<file path="src/hck_pkg.sv">
package hck_pkg;

  localparam int unsigned PixW      = 8;
  localparam int unsigned RemW      = 16;
  localparam int unsigned DivStages = 4;
  localparam int unsigned AddrW     = 5;
  localparam int unsigned DataW     = 32;

  localparam logic [PixW-1:0] BaseMinRed   = 8'd126;
  localparam logic [PixW-1:0] BaseMinBlue  = 8'd42;
  localparam logic [PixW-1:0] BaseMinGreen = 8'd210;
  localparam logic [PixW:0]   HueRot       = 9'd126;
  localparam logic [PixW:0]   HueRange     = 9'd252;

  localparam logic            KeyEnableRst = 1'b0;
  localparam logic [PixW-1:0] KeyHueRst    = 8'd84;
  localparam logic [PixW-1:0] KeySatRst    = 8'd255;
  localparam logic [PixW-1:0] KeyValRst    = 8'd255;
  localparam logic [PixW-1:0] TolRst       = 8'd0;

  typedef enum logic [2:0] {
    REG_KEY_ENABLE = 3'd0,
    REG_KEY_HUE    = 3'd1,
    REG_KEY_SAT    = 3'd2,
    REG_KEY_VAL    = 3'd3,
    REG_HUE_TOL    = 3'd4,
    REG_SAT_TOL    = 3'd5,
    REG_VAL_TOL    = 3'd6
  } reg_idx_e;

  typedef struct packed {
    logic [PixW-1:0] b;
    logic [PixW-1:0] g;
    logic [PixW-1:0] r;
  } rgb_t;

  typedef struct packed {
    rgb_t            fg;
    rgb_t            bg;
    logic [PixW-1:0] hi;
    logic [PixW-1:0] span;
    logic [PixW-1:0] num_mag;
    logic            num_neg;
    logic [PixW-1:0] base;
    logic            grey;
  } front_t;

  typedef struct packed {
    rgb_t            fg;
    rgb_t            bg;
    logic [PixW-1:0] hi;
    logic [PixW-1:0] span;
    logic            num_neg;
    logic [PixW-1:0] base;
    logic            grey;
    logic [RemW-1:0] rem_h;
    logic [PixW-1:0] quo_h;
    logic [RemW-1:0] rem_s;
    logic [PixW-1:0] quo_s;
  } div_t;

  typedef struct packed {
    rgb_t            fg;
    rgb_t            bg;
    logic [PixW-1:0] hue;
    logic [PixW-1:0] hue_w;
    logic [PixW-1:0] sat;
    logic [PixW-1:0] val;
  } hsv_t;

  typedef struct packed {
    rgb_t            pix;
    logic            keyed;
    logic [PixW-1:0] hue;
    logic [PixW-1:0] sat;
    logic [PixW-1:0] val;
  } out_t;

  typedef struct packed {
    logic [RemW-1:0] rem;
    logic            qbit;
  } div_res_t;

  function automatic div_res_t div_step(logic [RemW-1:0] rem, logic [RemW-1:0] dvs);
    div_res_t res;
    res.qbit = (rem >= dvs);
    res.rem  = res.qbit ? rem - dvs : rem;
    return res;
  endfunction

  // hue rotated by half a turn on the 0..251 circle
  function automatic logic [PixW-1:0] wrap_hue(logic [PixW-1:0] h);
    logic [PixW:0] sum;
    sum = {1'b0, h} + HueRot;
    if (sum >= HueRange) begin
      sum = sum - HueRange;
    end
    return sum[PixW-1:0];
  endfunction

  function automatic logic within_tol(logic [PixW-1:0] a, logic [PixW-1:0] b,
                                      logic [PixW-1:0] tol);
    logic [PixW-1:0] d;
    d = (a > b) ? a - b : b - a;
    return d <= tol;
  endfunction

endpackage

</file>
<file path="src/hsv_chroma_key_core.sv">
// An accepted beat passes the front, dividend, divider, hsv and output registers.
// One pixel per cycle unless the output stalls; the hue and saturation dividers
// retire two quotient bits per stage over four stages, each holding its own beat.
// Bubbles collapse, so input is taken while an output beat waits if a stage is empty.
// Reset (rst_ni low, async) empties the pipeline and loads register defaults.
module hsv_chroma_key_core (
  input  logic        clk_i,
  input  logic        rst_ni,
  input  logic        s_axis_tvalid,
  output logic        s_axis_tready,
  // fg_red, fg_green, fg_blue, bg_red, bg_green, bg_blue
  input  logic [47:0] s_axis_tdata,
  output logic        m_axis_tvalid,
  input  logic        m_axis_tready,
  // out_red, out_green, out_blue, pixel_hue, pixel_saturation, pixel_value
  output logic [47:0] m_axis_tdata,
  // keyed
  output logic [0:0]  m_axis_tuser,
  input  logic        psel,
  input  logic        penable,
  input  logic        pwrite,
  input  logic [hck_pkg::AddrW-1:0] paddr,
  input  logic [hck_pkg::DataW-1:0] pwdata,
  output logic [hck_pkg::DataW-1:0] prdata,
  output logic        pready
);

  localparam int unsigned PixW = hck_pkg::PixW;
  localparam int unsigned RemW = hck_pkg::RemW;
  localparam int unsigned Nd   = hck_pkg::DivStages;

  // configuration
  logic            key_en_q;
  logic [PixW-1:0] key_hue_q, key_hue_w_q, key_sat_q, key_val_q;
  logic [PixW-1:0] hue_tol_q, sat_tol_q, val_tol_q;
  logic            cfg_wr;

  assign pready = 1'b1;
  assign cfg_wr = psel & penable & pwrite;

  always_ff @(posedge clk_i or negedge rst_ni) begin
    if (!rst_ni) begin
      key_en_q    <= hck_pkg::KeyEnableRst;
      key_hue_q   <= hck_pkg::KeyHueRst;
      key_hue_w_q <= hck_pkg::wrap_hue(hck_pkg::KeyHueRst);
      key_sat_q   <= hck_pkg::KeySatRst;
      key_val_q   <= hck_pkg::KeyValRst;
      hue_tol_q   <= hck_pkg::TolRst;
      sat_tol_q   <= hck_pkg::TolRst;
      val_tol_q   <= hck_pkg::TolRst;
    end else if (cfg_wr) begin
      case (hck_pkg::reg_idx_e'(paddr[4:2]))
        hck_pkg::REG_KEY_ENABLE: key_en_q <= pwdata[0];
        hck_pkg::REG_KEY_HUE: begin
          key_hue_q   <= pwdata[PixW-1:0];
          key_hue_w_q <= hck_pkg::wrap_hue(pwdata[PixW-1:0]);
        end
        hck_pkg::REG_KEY_SAT: key_sat_q <= pwdata[PixW-1:0];
        hck_pkg::REG_KEY_VAL: key_val_q <= pwdata[PixW-1:0];
        hck_pkg::REG_HUE_TOL: hue_tol_q <= pwdata[PixW-1:0];
        hck_pkg::REG_SAT_TOL: sat_tol_q <= pwdata[PixW-1:0];
        hck_pkg::REG_VAL_TOL: val_tol_q <= pwdata[PixW-1:0];
        default: ;
      endcase
    end
  end

  always_comb begin
    case (hck_pkg::reg_idx_e'(paddr[4:2]))
      hck_pkg::REG_KEY_ENABLE: prdata = 32'(key_en_q);
      hck_pkg::REG_KEY_HUE:    prdata = 32'(key_hue_q);
      hck_pkg::REG_KEY_SAT:    prdata = 32'(key_sat_q);
      hck_pkg::REG_KEY_VAL:    prdata = 32'(key_val_q);
      hck_pkg::REG_HUE_TOL:    prdata = 32'(hue_tol_q);
      hck_pkg::REG_SAT_TOL:    prdata = 32'(sat_tol_q);
      hck_pkg::REG_VAL_TOL:    prdata = 32'(val_tol_q);
      default:                 prdata = '0;
    endcase
  end

  // pipeline registers and stage enables
  hck_pkg::front_t front_d, front_q;
  logic            front_v_q;
  hck_pkg::div_t   div_q [Nd+1];
  hck_pkg::div_t   div_d [Nd+1];
  logic            div_v_q [Nd+1];
  hck_pkg::hsv_t   hsv_d, hsv_q;
  logic            hsv_v_q;
  hck_pkg::out_t   out_d, out_q;
  logic            out_v_q;

  logic            en_front, en_hsv, en_out;
  logic            en_div [Nd+1];

  always_comb begin
    en_out     = !out_v_q | m_axis_tready;
    en_hsv     = !hsv_v_q | en_out;
    en_div[Nd] = !div_v_q[Nd] | en_hsv;
    for (int k = Nd - 1; k >= 0; k--) begin
      en_div[k] = !div_v_q[k] | en_div[k+1];
    end
    en_front = !front_v_q | en_div[0];
  end

  assign s_axis_tready = en_front;

  // stage 1: max, min, hue sextant and signed numerator
  always_comb begin
    hck_pkg::rgb_t   fg;
    logic [PixW-1:0] lo, hi, pos, neg;
    fg = '{r: s_axis_tdata[7:0], g: s_axis_tdata[15:8], b: s_axis_tdata[23:16]};
    lo = (fg.r < fg.g) ? fg.r : fg.g;
    hi = (fg.r > fg.g) ? fg.r : fg.g;
    if (fg.b < lo) begin
      lo = fg.b;
    end
    if (fg.b > hi) begin
      hi = fg.b;
    end
    if (fg.r == lo) begin
      pos = fg.g;
      neg = fg.b;
      front_d.base = hck_pkg::BaseMinRed;
    end else if (fg.b == lo) begin
      pos = fg.r;
      neg = fg.g;
      front_d.base = hck_pkg::BaseMinBlue;
    end else begin
      pos = fg.b;
      neg = fg.r;
      front_d.base = hck_pkg::BaseMinGreen;
    end
    front_d.fg      = fg;
    front_d.bg      = '{r: s_axis_tdata[31:24], g: s_axis_tdata[39:32],
                        b: s_axis_tdata[47:40]};
    front_d.hi      = hi;
    front_d.span    = hi - lo;
    front_d.num_neg = pos < neg;
    front_d.num_mag = (pos < neg) ? neg - pos : pos - neg;
    front_d.grey    = (lo == hi);
  end

  // stage 2: dividends |num|*42 and span*255
  always_comb begin
    div_d[0]         = '0;
    div_d[0].fg      = front_q.fg;
    div_d[0].bg      = front_q.bg;
    div_d[0].hi      = front_q.hi;
    div_d[0].span    = front_q.span;
    div_d[0].num_neg = front_q.num_neg;
    div_d[0].base    = front_q.base;
    div_d[0].grey    = front_q.grey;
    div_d[0].rem_h   = {3'b0, front_q.num_mag, 5'b0} + {5'b0, front_q.num_mag, 3'b0}
                     + {7'b0, front_q.num_mag, 1'b0};
    div_d[0].rem_s   = {front_q.span, 8'b0} - {8'b0, front_q.span};
  end

  // stages 3..6: restoring division, two quotient bits per stage
  for (genvar j = 0; j < Nd; j++) begin : g_div
    localparam int unsigned ShA = 2 * (Nd - j) - 1;
    logic [RemW-1:0]   dvs_h, dvs_s;
    hck_pkg::div_res_t h1, h2, s1, s2;

    always_comb begin
      dvs_h = {8'b0, div_q[j].span} << ShA;
      dvs_s = {8'b0, div_q[j].hi} << ShA;
      h1 = hck_pkg::div_step(div_q[j].rem_h, dvs_h);
      h2 = hck_pkg::div_step(h1.rem, dvs_h >> 1);
      s1 = hck_pkg::div_step(div_q[j].rem_s, dvs_s);
      s2 = hck_pkg::div_step(s1.rem, dvs_s >> 1);
      div_d[j+1]       = div_q[j];
      div_d[j+1].rem_h = h2.rem;
      div_d[j+1].quo_h = {div_q[j].quo_h[PixW-3:0], h1.qbit, h2.qbit};
      div_d[j+1].rem_s = s2.rem;
      div_d[j+1].quo_s = {div_q[j].quo_s[PixW-3:0], s1.qbit, s2.qbit};
    end

    always_ff @(posedge clk_i) begin
      if (en_div[j+1]) begin
        div_q[j+1] <= div_d[j+1];
      end
    end
  end

  // stage 7: hue, saturation, value and rotated hue
  always_comb begin
    hck_pkg::div_t d;
    logic [PixW-1:0] hue;
    d = div_q[Nd];
    if (d.grey) begin
      hue = '0;
    end else if (d.num_neg) begin
      hue = d.base + d.quo_h;
    end else begin
      hue = d.base - d.quo_h;
    end
    hsv_d.fg    = d.fg;
    hsv_d.bg    = d.bg;
    hsv_d.hue   = hue;
    hsv_d.hue_w = hck_pkg::wrap_hue(hue);
    hsv_d.sat   = d.grey ? '0 : d.quo_s;
    hsv_d.val   = d.hi;
  end

  // stage 8: key match and pixel select
  always_comb begin
    logic hue_ok, hit;
    hue_ok = hck_pkg::within_tol(hsv_q.hue, key_hue_q, hue_tol_q) ||
             hck_pkg::within_tol(hsv_q.hue_w, key_hue_w_q, hue_tol_q);
    hit = key_en_q && hue_ok &&
          hck_pkg::within_tol(hsv_q.sat, key_sat_q, sat_tol_q) &&
          hck_pkg::within_tol(hsv_q.val, key_val_q, val_tol_q);
    out_d.pix   = hit ? hsv_q.bg : hsv_q.fg;
    out_d.keyed = hit;
    out_d.hue   = hsv_q.hue;
    out_d.sat   = hsv_q.sat;
    out_d.val   = hsv_q.val;
  end

  always_ff @(posedge clk_i) begin
    if (en_front) begin
      front_q <= front_d;
    end
    if (en_div[0]) begin
      div_q[0] <= div_d[0];
    end
    if (en_hsv) begin
      hsv_q <= hsv_d;
    end
    if (en_out) begin
      out_q <= out_d;
    end
  end

  always_ff @(posedge clk_i or negedge rst_ni) begin
    if (!rst_ni) begin
      front_v_q <= 1'b0;
      for (int k = 0; k <= Nd; k++) begin
        div_v_q[k] <= 1'b0;
      end
      hsv_v_q <= 1'b0;
      out_v_q <= 1'b0;
    end else begin
      if (en_front) begin
        front_v_q <= s_axis_tvalid;
      end
      if (en_div[0]) begin
        div_v_q[0] <= front_v_q;
      end
      for (int k = 0; k < Nd; k++) begin
        if (en_div[k+1]) begin
          div_v_q[k+1] <= div_v_q[k];
        end
      end
      if (en_hsv) begin
        hsv_v_q <= div_v_q[Nd];
      end
      if (en_out) begin
        out_v_q <= hsv_v_q;
      end
    end
  end

  assign m_axis_tvalid = out_v_q;
  assign m_axis_tdata  = {out_q.val, out_q.sat, out_q.hue,
                          out_q.pix.b, out_q.pix.g, out_q.pix.r};
  assign m_axis_tuser  = out_q.keyed;

  ap_empty_ready: assert property (@(posedge clk_i) disable iff (!rst_ni)
    !m_axis_tvalid |-> s_axis_tready)
    else $error("input stalled while output register is empty");

  ap_grey_hue: assert property (@(posedge clk_i) disable iff (!rst_ni)
    m_axis_tvalid && (out_q.sat == '0) |-> (out_q.hue == '0))
    else $error("zero saturation with nonzero hue");

  ap_hue_range: assert property (@(posedge clk_i) disable iff (!rst_ni)
    m_axis_tvalid |-> ({1'b0, out_q.hue} <= hck_pkg::HueRange))
    else $error("hue out of range");

  ap_keyed_en: assert property (@(posedge clk_i) disable iff (!rst_ni)
    m_axis_tvalid && out_q.keyed |-> key_en_q)
    else $error("pixel keyed while keying disabled");

endmodule
</file>
<file path="config.mk">
export PLATFORM = sky130hd
export DESIGN_NAME = hsv_chroma_key_core
export DESIGN_NICKNAME = d
export VERILOG_FILES = /design/src/hck_pkg.sv /design/src/hsv_chroma_key_core.sv
export SDC_FILE = /design/constraint.sdc
export NUM_CORES = 1
export LEC_CHECK = 0
export ABC_AREA = 0
export ABC_CLOCK_PERIOD_IN_PS = 9100
export BUFFER_PORTS_ARGS = -buffer_cell sky130_fd_sc_hd__buf_2
export CAP_MARGIN = 10
export CORE_ASPECT_RATIO = 1.25
export CORE_MARGIN = 2
export CORE_UTILIZATION = 30
export CTS_CLUSTER_SIZE = 12
export DETAILED_ROUTE_END_ITERATION = 6
export GPL_ROUTABILITY_DRIVEN = 0
export PLACE_DENSITY = 0.46
export SETUP_SLACK_MARGIN = 0.15
export SKIP_CTS_REPAIR_TIMING = 1
export SYNTH_ARGS = -nofsm -noshare
export SYNTH_HDL_FRONTEND = slang
export SYNTH_SLANG_ARGS = --single-unit
</file>
<file path="constraint.sdc">
create_clock -name clk_i -period 9.1 [get_ports clk_i]
set_clock_uncertainty 0.1 [all_clocks]
set_input_delay 0.91 -clock clk_i [delete_from_list [all_inputs] [get_ports clk_i]]
set_output_delay 0.91 -clock clk_i [all_outputs]
set_load 0.05 [all_outputs]
</file>
==> results.md, run 1 <==
* Slew Viols, Final at 0
* CP Class: input port to flop
* I/O pin total at 176
* Status: complete, no violations
* RSZ-0062 raised after global routing: no
* TritonCTS clock tree: done
* Post-Syn Area at 38900 um^2
* Post-synth EDFFs at 706
* Root buffer cell: clkbuf_16
* CP max-delay cell: or3_1
* CTS clk-pin slew, worst paths at 0.06 ns
* Final Hold Viols at 0
* Avg Vias per Cell at 4.56
* Hold wc startpoint: s_axis_tdata[32]
* Chip width at 326 um
* Worst Reg2Reg Path Length in Cells at 22
* Max Cap Viol at 0
* Grt met3 use at 0.0174
* Final period util at 0.854
* GR Util met1 at 0.158
* Top Usage Layer GRT: met2
* Final setup viols at 0
* Global-route wire length before repair at 135000 um
* Worst Tran Pin Value at 1.06 ns
* R2r startpoint: div_q[0][303]$_DFFE_PP_
* Final Core Density at 0.344
* Hold depth at 1
* Total congestion overflow at 0
* Placed insts at 4898
* Final std cells w/o fill at 5045
* Row cnt at 147
* Total Routed Length at 85700 um
* Wirelength per Cell at 17.0 um
* Peak Freq at 129 MHz
* ANT nets after route at 0
* Ys flop type: edfxtp_1
* CORE AREA at 129000 um^2
* CTS H-tree lvls at 3
* Port bufs at 124
* Unique cell type count in the Yosys netlist at 78
* DRT iter0 DRCs at 1097
* Final worst slack at 1.33 ns
* Largest net degree at the start of global routing at 67
* Later-pin clock latency in the skew report at 0.70 ns
* Clock Path Buffers at 3
* Initial core utilization at 0.303
* Vias in the first global route at 23600
* TritonCTS Buffers at 86
* Crit. End Element: flop
* R2R setup slack at 2.65 ns
* Fin nets at 3678
* DIE AREA at 133000 um^2
* R2r endpoint: div_q[0][410]$_DFFE_PP_
* CP Data Required Time at 9.42 ns
* CP Launch Type: input port
* Routed via count at 23000
* Die height at 407 um
* Final critical-path required period at 7.77 ns
* Cells after synthesis at 3106
* Sequential area share after synthesis at 0.587
* Worst hold path class: input port to flop
* Proportion of layout cells with a drive suffix above 1 at 0.119
* Syn Area/Cell at 12.5 um^2
* Data arrival, critical path at 8.09 ns
* Ys Warns at 0
* Setup TNS at 0 ns
* Critical path's largest stage delay at 0.66 ns
* FFs w/ async S/R, synth at 0.0831
* Clock sinks at 770
* Hold endpoint: div_d[570]$_DFFE_PP_
* Pre-CTS setup slack at 0.625 ns
* Worst rel slew slack at 0.291
* Area delta synth->final at 13.7%
* Met2 Resource Use GR at 0.232
* CP max FO at 37
* Gr usage total at 0.130
* Synthesized flop and latch total at 770
* CP most frequent cell: a21oi_1
* Antenna violations before repair at 1
* Residual DRC at 0
* Dpl hpwl at 63700 um
* Drt first pass iters at 5
-- flip-flops by register name (all words and copies together) (netlist names), 5 cells and up --
signal        flops
div_d            70
div_q           500
div_v_q           5
front_q           8
hsv_q            79
hue_tol_q         8
key_hue_q         8
key_hue_w_q       7
key_sat_q         8
key_val_q         8
m_axis_tdata     48
sat_tol_q         8
val_tol_q         8
-- cells in the mapped netlist (all sizes together), types with 41 or more instances --
cell	instances	area [um^2]
clkbuf	54	203
nand2b	56	350
nand2	183	687
nor2b	73	457
xor2	65	569
o21ai	187	936
inv	296	1110
nor2	179	672
xnor2	117	1020
ha	282	3530
edfxtp	706	21200
mux2	90	1020
a21o	68	510
a21oi	194	971
mux2i	59	591
dfrtp	41	1030
-- kinds of logic after synthesis --
group                    after synthesis  synth area share
AND/OR/NAND/NOR                      680            0.0852
buffers and inverters                385            0.0399
flip-flops                           770             0.587
other                                  2          0.000193
XOR/XNOR                             182            0.0410
multiplexers                         149            0.0413
adder cells (fa/ha/maj)              313             0.107
AO/OA/AOI/OAI                        625            0.0988
-- final cells by class --
cell class	count	area (um^2)
Clock inverter	42	414
Clock buffer	104	2220
Antenna cell	1	2.50
Inverter	296	1110
Tap cell	1713	2140
Fill cell	12700	84300
Sequential cell	770	22800
Timing Repair Buffer	145	791
Multi-Input combinational cell	1974	14700
-- per-stage QoR --
stage	cell area (um^2)	hold slack [ns]
after floorplan	39000	0.300
after global placement	41600	0.301
after detailed placement	41600	0.305
after CTS	44200	0.206
after global routing	44200	0.227
final	44200	0.272
-- cell usage in the layout (no fill, tap or decap), types with 86 or more instances in the layout --
master and count:
mux2_2 89, o21ai_0 181, nor2_1 179, buf_2 124
a21oi_1 194, clkbuf_16 86, inv_1 294, nand2_1 180
edfxtp_1 706, ha_1 282, xnor2_1 117
-- layer usage --
metal,share of wire,wire (um)
met3,0.033,2850
met1,0.43,36600
met2,0.51,43500
met4,0.032,2750
met5,0,0
-- critical path: cells and delay by family --
kind / cells / cell delay [ns]
AO/OA/AOI/OAI: 12 / 2.57
adder cells (fa/ha/maj): 3 / 1.10
buffers and inverters: 5 / 0.81
multiplexers: 3 / 1.04
AND/OR/NAND/NOR: 5 / 1.43
XOR/XNOR: 2 / 0.22
-- worst max-delay path by stage --
stage,start,end,slack (ns),cells after the start
3_3_place_gp,s_axis_tdata[12],front_q[16]$_DFFE_PP_,0.69,30
4_1_cts,s_axis_tdata[12],front_q[16]$_DFFE_PP_,1.34,30
2_1_floorplan,m_axis_tready,div_q[0][100]$_DFFE_PP_,0.67,6
6_report,s_axis_tdata[12],front_q[16]$_DFFE_PP_,1.33,30
5_1_grt,s_axis_tdata[14],front_q[16]$_DFFE_PP_,0.91,30
3_5_place_dp,s_axis_tdata[12],front_q[16]$_DFFE_PP_,0.62,30
Power of run 1 is left out: the tool's default activity adds up to more than one toggle a clock period on the data nets, which glitch-free logic cannot reach.
==> inputs of run 2 (changes only) <==
CORE_MARGIN = default   (was 2)
CORE_UTILIZATION = 55   (was 30)
PLACE_DENSITY = 0.75   (was 0.46)
==> run 2 against run 1 <==
- via count increased by 4.4%
- cell area down 2.5%
- cell count shrank 16%
- count of clock-buffer cells in the layout down 3
- worst setup slack lost 0.41 ns
- critical path depth shrank 1
- routed wire length fell by 7.0%
- flip-flop and latch count stayed put
- die area is 46% lower
- non-clock buffer count is 4 lower
- first-iteration DRC count is 34% higher
- fmax is 5.1% lower
==> results.md, run 2 (same netlist as run 1, synthesis figures left out) <==
* Crit. End Element: flop
* Vias in the first global route at 24800 (+5.0%)
* Dpl hpwl at 58300 um (-8.5%)
* Final period util at 0.899 (+0.0454)
* Pre-CTS setup slack at 0.497 ns (-0.128 ns)
* Wirelength per Cell at 18.8 um (+11%)
* Antenna violations before repair at 3 (+2)
* RSZ-0062 raised after global routing: no
* Routed via count at 24000 (+4.4%)
* CP max-delay cell: or3_1
* Most common cell after layout, fill and taps aside: edfxtp_1
* Final critical-path required period at 8.18 ns (+0.414 ns)
* Port bufs at 124 (unchanged)
* CORE AREA at 69700 um^2 (-46%)
* CP Data Required Time at 9.38 ns (-0.04 ns)
* Clock sinks at 770 (unchanged)
* Critical path's largest stage delay at 0.64 ns (-0.02 ns)
* CTS H-tree lvls at 3 (unchanged)
* Die height at 299 um (-26%)
* Fin nets at 3669 (-0.24%)
* Worst Tran Pin Value at 1.16 ns (+0.0982 ns)
* Gr usage total at 0.224 (+0.0941)
* Setup TNS at 0 ns (unchanged)
* Fillcell total at 5131 (-59%)
* Final worst slack at 0.915 ns (-0.414 ns)
* Clock Path Buffers at 3 (unchanged)
* Met2 Resource Use GR at 0.410 (+0.178)
* CTS clk-pin slew, worst paths at 0.06 ns (about the same)
* Grt met3 use at 0.0292 (+0.0118)
* Area delta synth->final at 10.8%
* Row cnt at 108 (-27%)
* Chip width at 240 um (-26%)
* Top Usage Layer GRT: met2
* Status: complete, no violations
* Total Routed Length at 79700 um (-7.0%)
* CP max FO at 23 (-38%)
* I/O pin total at 176 (unchanged)
* Final Hold Viols at 0 (unchanged)
* ANT nets after route at 0 (unchanged)
* Avg Vias per Cell at 5.66 (+24%)
* Root buffer cell: clkbuf_16
* Proportion of layout cells with a drive suffix above 1 at 0.117 (-0.00197)
* Later-pin clock latency in the skew report at 0.63 ns (-0.07 ns)
* Largest net degree at the start of global routing at 91 (+36%)
* Data arrival, critical path at 8.46 ns (+0.37 ns)
* Worst hold path class: flop to flop
* TritonCTS Buffers at 81 (-5.8%)
* Worst rel slew slack at 0.230 (-0.0616)
* CP most frequent cell: a21oi_1
* Commonest non-fill, non-tap cells in the layout: 706 x edfxtp_1, 294 x inv_1, 282 x ha_1
* Number of flip-flops in the largest register at 500 (unchanged)
* DIE AREA at 71800 um^2 (-46%)
* Top reg by flops: div_q
* Peak Freq at 122 MHz (-5.1%)
* Slew Viols, Final at 0 (unchanged)
* Global-route wire length before repair at 126000 um (-6.2%)
* CP Launch Type: input port
* Final design area excluding fillers at 43100 um^2 (-2.5%)
* GR Util met1 at 0.247 (+0.0893)
* Initial core utilization at 0.558 (+0.255)
* CP Class: input port to flop
* Drt first pass iters at 5 (unchanged)
* TritonCTS clock tree: done
* Max Cap Viol at 0 (unchanged)
* Final setup viols at 0 (unchanged)
* DRT iter0 DRCs at 1465 (+34%)
* Residual DRC at 0 (unchanged)
* Placed inst area at 40600 um^2 (-2.5%)
* Total congestion overflow at 0 (unchanged)
-- run 2: per-stage QoR --
| step | hold slack [ns] | utilization | instances |
|---|---|---|---|
| 2_1_floorplan | 0.300 | - | 3129 |
| 3_3_place_gp | 0.301 | 0.582 | 4116 |
| 3_5_place_dp | 0.305 | 0.582 | 4116 |
| 4_1_cts | 0.302 | 0.618 | 4245 |
| 5_1_grt | 0.316 | 0.618 | 4246 |
| 6_report | 0.308 | 0.618 | 4246 |
-- run 2: path summary, 6_finish.rpt --
check                                   startpoint                        end  slack, ns  cells past startpoint
hold / removal             div_q[0][595]$_DFFE_PP_        hsv_q[65]$_DFFE_PP_       0.31                      0
hold reg to reg            div_q[0][595]$_DFFE_PP_        hsv_q[65]$_DFFE_PP_       0.31                      0
setup reg to reg               hsv_q[24]$_DFFE_PP_  m_axis_tdata[0]$_DFFE_PP_       2.62                     23
setup / recovery                  s_axis_tdata[12]      front_q[16]$_DFFE_PP_       0.92                     29
max in group asynchronous                   rst_ni     div_v_q[4]$_DFFE_PN0P_       7.96                      2
min in group asynchronous                   rst_ni   hue_tol_q[3]$_DFFE_PN0P_       0.38                      2
-- run 2: area by class of cell --
type | count | area [um^2] | share of cell area
Sequential cell | 770 | 22800 | 0.530
Multi-Input combinational cell | 1974 | 14700 | 0.341
Clock buffer | 101 | 2110 | 0.0490
Tap cell | 935 | 1170 | 0.0271
Inverter | 296 | 1110 | 0.0258
Timing Repair Buffer | 141 | 748 | 0.0174
Clock inverter | 28 | 432 | 0.0100
Antenna cell | 1 | 2.50 | 0.0000581
-- run 2: routing by layer --
metal	vias to the layer above	part of all wire	routed length, um
met1	11500	0.38	30300
met4	2	0.055	4350
met2	776	0.52	41700
met3	241	0.043	3440
met5	-	0.00016	13
li1	11500	-	-
-- run 2: worst max-delay path: cells and delay by family --
family	cells	cell delay, ns
adder cells (fa/ha/maj)	3	1.11
AO/OA/AOI/OAI	12	2.65
buffers and inverters	4	0.76
XOR/XNOR	2	0.23
AND/OR/NAND/NOR	5	1.67
multiplexers	3	1.12
Power of run 2 is left out for the same reason.
